**config.mk**
```make
export PLATFORM = sky130hd
export DESIGN_NAME = brb_ctrl
export DESIGN_NICKNAME = d
export VERILOG_FILES = /design/src/rtl/core/brb_pkg.sv /design/src/rtl/core/brb_ctrl.sv
export SDC_FILE = /design/constraint.sdc
export NUM_CORES = 1
export LEC_CHECK = 0
export BUFFER_PORTS_ARGS = -buffer_cell sky130_fd_sc_hd__buf_2
export CORE_AREA = 2 2 39 41
export CTS_BUF_LIST = sky130_fd_sc_hd__clkbuf_4
export CTS_CLUSTER_SIZE = 30
export DETAILED_ROUTE_END_ITERATION = 10
export DIE_AREA = 0 0 41 43
export SYNTH_ARGS = -nofsm -noshare
export SYNTH_HDL_FRONTEND = slang
export SYNTH_SLANG_ARGS = --single-unit
```
**constraint.sdc**
```tcl
create_clock -name clk -period 2.49 [get_ports clk]
set_input_delay 0.249 -clock clk [delete_from_list [all_inputs] [get_ports clk]]
set_output_delay 0.249 -clock clk [all_outputs]
set_load 0.02 [all_outputs]
```
**src/rtl/core/brb_pkg.sv**
```systemverilog
// ----------------------------------------------------------------------------
// brb_pkg: shared types and constants of the block ring buffer
// Sizes, command and status codes, and the item and control structs that
// pass between the controller, the datapath and the top level.
// ----------------------------------------------------------------------------
package brb_pkg;

  localparam int BLOCK_MAX = 64;
  localparam int SLOTS_MAX = 16;

  localparam int SAMPLE_W = 16;
  localparam int LEN_W    = 7;   // holds 0..BLOCK_MAX
  localparam int CNT_W    = 5;   // holds 0..SLOTS_MAX
  localparam int IDX_W    = $clog2(BLOCK_MAX);
  localparam int SLOT_W   = $clog2(SLOTS_MAX);
  localparam int ADDR_W   = SLOT_W + IDX_W;
  localparam int DEPTH    = SLOTS_MAX * BLOCK_MAX;

  localparam int CFG_IDX_W  = 2;
  localparam int CFG_DATA_W = LEN_W;

  typedef enum logic [1:0] {
    CMD_APPEND = 2'd0,
    CMD_COMMIT = 2'd1,
    CMD_READ   = 2'd2
  } cmd_t;

  typedef enum logic [1:0] {
    ST_OK       = 2'd0,
    ST_EMPTY    = 2'd1,
    ST_FULL     = 2'd2,
    ST_OVERFLOW = 2'd3
  } status_t;

  typedef enum logic [CFG_IDX_W-1:0] {
    REG_CAPACITY = 2'd0,
    REG_SLOTS    = 2'd1
  } reg_idx_t;

  // Which kind of result the datapath builds this cycle.
  typedef enum logic [1:0] {
    EMIT_APPEND,
    EMIT_COMMIT,
    EMIT_EMPTY,
    EMIT_SAMPLE
  } emit_kind_t;

  typedef struct packed {
    logic [1:0]                 cmd;
    logic signed [SAMPLE_W-1:0] sample;
  } in_item_t;

  typedef struct packed {
    logic signed [SAMPLE_W-1:0] out_sample;
    logic                       last;
    logic [1:0]                 status;
    logic [LEN_W-1:0]           block_len;
    logic [CNT_W-1:0]           slots_free;
  } out_item_t;

  // Controller to datapath.
  typedef struct packed {
    logic       wr_sample;
    logic       commit;
    logic       rd_start;
    logic       rd_issue;
    logic       emit;
    emit_kind_t emit_kind;
    status_t    emit_status;
  } brb_ctl_t;

  // Datapath to controller.
  typedef struct packed {
    logic full;
    logic at_cap;
    logic ring_empty;
    logic head_len_zero;
    logic rd_last;
  } brb_sts_t;

endpackage

```
**src/rtl/core/brb_ctrl.sv**
```systemverilog
// ----------------------------------------------------------------------------
// brb_ctrl: command sequencer of the block ring buffer
// Decodes accepted items, picks the result status and steps the datapath
// through the sample reads of a block.
// ----------------------------------------------------------------------------
module brb_ctrl (
  input  logic              clk,
  input  logic              rst_n,
  input  logic              start,
  input  logic [1:0]        cmd,
  input  brb_pkg::brb_sts_t sts,
  output brb_pkg::brb_ctl_t ctl,
  output logic              busy
);
  import brb_pkg::*;

  typedef enum logic {
    S_IDLE,
    S_READ
  } state_t;

  state_t state_r, state_nxt;
  logic   busy_r;

  always_comb begin
    state_nxt       = state_r;
    ctl             = '0;
    ctl.emit_kind   = EMIT_APPEND;
    ctl.emit_status = ST_OK;
    case (state_r)
      S_IDLE: begin
        if (start) begin
          case (cmd)
            CMD_APPEND: begin
              ctl.emit      = 1'b1;
              ctl.emit_kind = EMIT_APPEND;
              if (sts.full) begin
                ctl.emit_status = ST_FULL;
              end else if (sts.at_cap) begin
                ctl.emit_status = ST_OVERFLOW;
              end else begin
                ctl.wr_sample = 1'b1;
              end
            end
            CMD_COMMIT: begin
              ctl.emit      = 1'b1;
              ctl.emit_kind = EMIT_COMMIT;
              if (sts.full) begin
                ctl.emit_status = ST_FULL;
              end else begin
                ctl.commit = 1'b1;
              end
            end
            CMD_READ: begin
              if (sts.ring_empty) begin
                ctl.emit        = 1'b1;
                ctl.emit_kind   = EMIT_EMPTY;
                ctl.emit_status = ST_EMPTY;
              end else begin
                ctl.rd_start = 1'b1;
                if (sts.head_len_zero) begin
                  ctl.emit      = 1'b1;
                  ctl.emit_kind = EMIT_EMPTY;
                end else begin
                  state_nxt = S_READ;
                end
              end
            end
            default: begin
            end
          endcase
        end
      end
      S_READ: begin
        ctl.rd_issue  = 1'b1;
        ctl.emit      = 1'b1;
        ctl.emit_kind = EMIT_SAMPLE;
        if (sts.rd_last) begin
          state_nxt = S_IDLE;
        end
      end
      default: begin
        state_nxt = S_IDLE;
      end
    endcase
  end

  always_ff @(posedge clk) begin
    if (!rst_n) begin
      state_r <= S_IDLE;
      busy_r  <= 1'b0;
    end else begin
      state_r <= state_nxt;
      busy_r  <= (state_nxt == S_READ);
    end
  end

  assign busy = busy_r;

endmodule

```
==> run metrics <==
power per cell area=193.7 nW/um^2; drc violations=0; register area share after synthesis=0.1111; Worst Setup SP=sts[2]; post-route cell area=between 200 and 300 um^2; Worst EP required=2.24 ns; Nets=52; Worst path depth=4; gr ovfl total=0; Post-CTS Hold Buffers=0; Syn Inst Count=22; DP HPWL=~470 um; number of flops mapped to enable cells by yosys=0; Slew @ Worst Pin=about 0.30 ns; routed vias/inst=about 4.3; max frequency=0.7254 GHz; Post-CTS Setup Inserts=0; synthesized cell area=180.2 um^2; Area contributors post-synth=dfxtp_1, or3b_1, nor3b_2, nor4_2, nand4bb_1; max_slew headroom=0.7997; Worst-path clk slew=0 ns; hold crit path type=input pin to flip-flop; Final setup viols=0; Max Cap Viol=0; Worst Hold Margin=0.4965 ns; routability cong.=0.6304; dominant synthesized flop cell=dfxtp_1; Crit Path Class=input pin to output port; most common cell after layout, fill and taps aside=buf_2; FF-to-FF setup slack=1.60 ns; die height=43 um; Setup crit end kind=output port; unrepaired setup endpoints after global routing=false; Worst R2R End=busy; vias in the first global route=around 220; vias=242; GRT Total Usage=0.07100; Sequential cell area=20.02 um^2; IO Port Bufs=19; Critical Path Most Common Cell=buf_2; most frequent cells in the layout=buf_2, or3b_1, inv_1; Area Growth Syn to Fin=59.72%; detailed-route wire length per cell=10.02 um; max FFs per register=1; Final Hold Vio Count=0; Setup Skew=0 ns; Synth top cells by count=inv_1, or3b_1; Cell Rows=14; Mapped Nets=32; Initial DRC Count=0; core area=around 1400 um^2; YS warnings=0; setup total negative slack=0 ns; Worst Path Buf+Inv=2; minimum clock period=1.379 ns; largest net degree at the start of global routing=10; CP delay by family, top=compound AO/OA/AOI/OAI gates; die width=approximately 40 um; Tcrit/Tclk final=0.5537; Filler cells=about 170; worst skew pair latency=0 ns; critical path's slowest cell=a311o_1; worst reg-to-reg path cell count=2; n_diodes=0; Initial Util=0.1302; ANT nets after route=0; drt pass-1 iters=1; antenna violations before repair=0; Synth top area share=0.1111; Final Util=0.2080; crit-path max cell delay=0.35 ns; share of layout cells above drive strength 1=0.5500; FFs w/ async S/R, synth=0; die area=1763 um^2; status=finished clean; post-cts resize count=0; first-pass GRT wire length=around 950 um; Critical Path Source Type=input pin; Slew Viols, Final=0; Syn Area/Cell=8.190 um^2; Seq cells post-synth=1; final WL=561 um; Cell Chain, Critical Path=buf_2 > or2_1 > a311o_1 > buf_2; placed standard-cell area=287.8 um^2; # IOs=20; Distinct cells, synth=20; critical path arrival=1.13 ns; CP endpoint=ctl[4]; crit-path max FO=3; footprint of the multi-input gates=between 100 and 150 um^2; largest area contributor in the netlist=dfxtp_1; P_leak=0.1614 nW; Max IR drop VDD=roughly 0.000075 V; FF-to-FF Start=busy
[layer usage]
metal  GRT usage  share of wire
met1      0.1048           0.42
met2      0.1156           0.48
met3    0.005236           0.10
met4           0              0
met5           0              0
[how the worst min path moves through the flow]
stage,from,endpoint,slack (ns),cells after the start
finish,rst_n,busy,0.50,3
global route,rst_n,busy,0.52,3
detailed placement,rst_n,busy,0.50,3
global placement,rst_n,busy,0.50,3
floorplan,rst_n,busy,0.39,2
CTS,rst_n,busy,0.50,3
[report_power, final]
part           switching [mW]  internal [mW]
combinational          0.0215         0.0171
clock                       0              0
sequential           0.000563         0.0166
[through the flow]
stage / worst slack (ns) / instances / power [mW]
final: 1.111 / 56 / 0.05574
after global routing: 1.037 / 56 / 0.05970
after CTS: 1.107 / 56 / 0.05619
after detailed placement: 1.110 / 56 / 0.05605
after global placement: 1.123 / 56 / 0.05559
after floorplan: 1.017 / 22 / 0.03807
[cell type report]
class | count | share of cell area
multi-input combinational | 18 | 0.5043
timing repair buffer | 19 | 0.3304
sequential | 1 | 0.06957
tap | 16 | 0.06957
inverter | 2 | 0.02609
[worst reg2reg max path: cells and delay by family (launching register included)]
kind / cells / cell delay, ns
flops: 1 / 0.37
compound gates: 1 / 0.19
simple gates: 1 / 0.24
[kinds of logic (layout without fill, tap and decap cells)]
| kind of cell | count (synthesis) | after routing | share of synthesized area |
|---|---|---|---|
| compound gates | 6 | 6 | 0.2639 |
| buf+inv | 3 | 21 | 0.08336 |
| flops | 1 | 1 | 0.1111 |
| simple gates | 12 | 12 | 0.5417 |
Note: power is estimated with default switching activity, not from simulation.
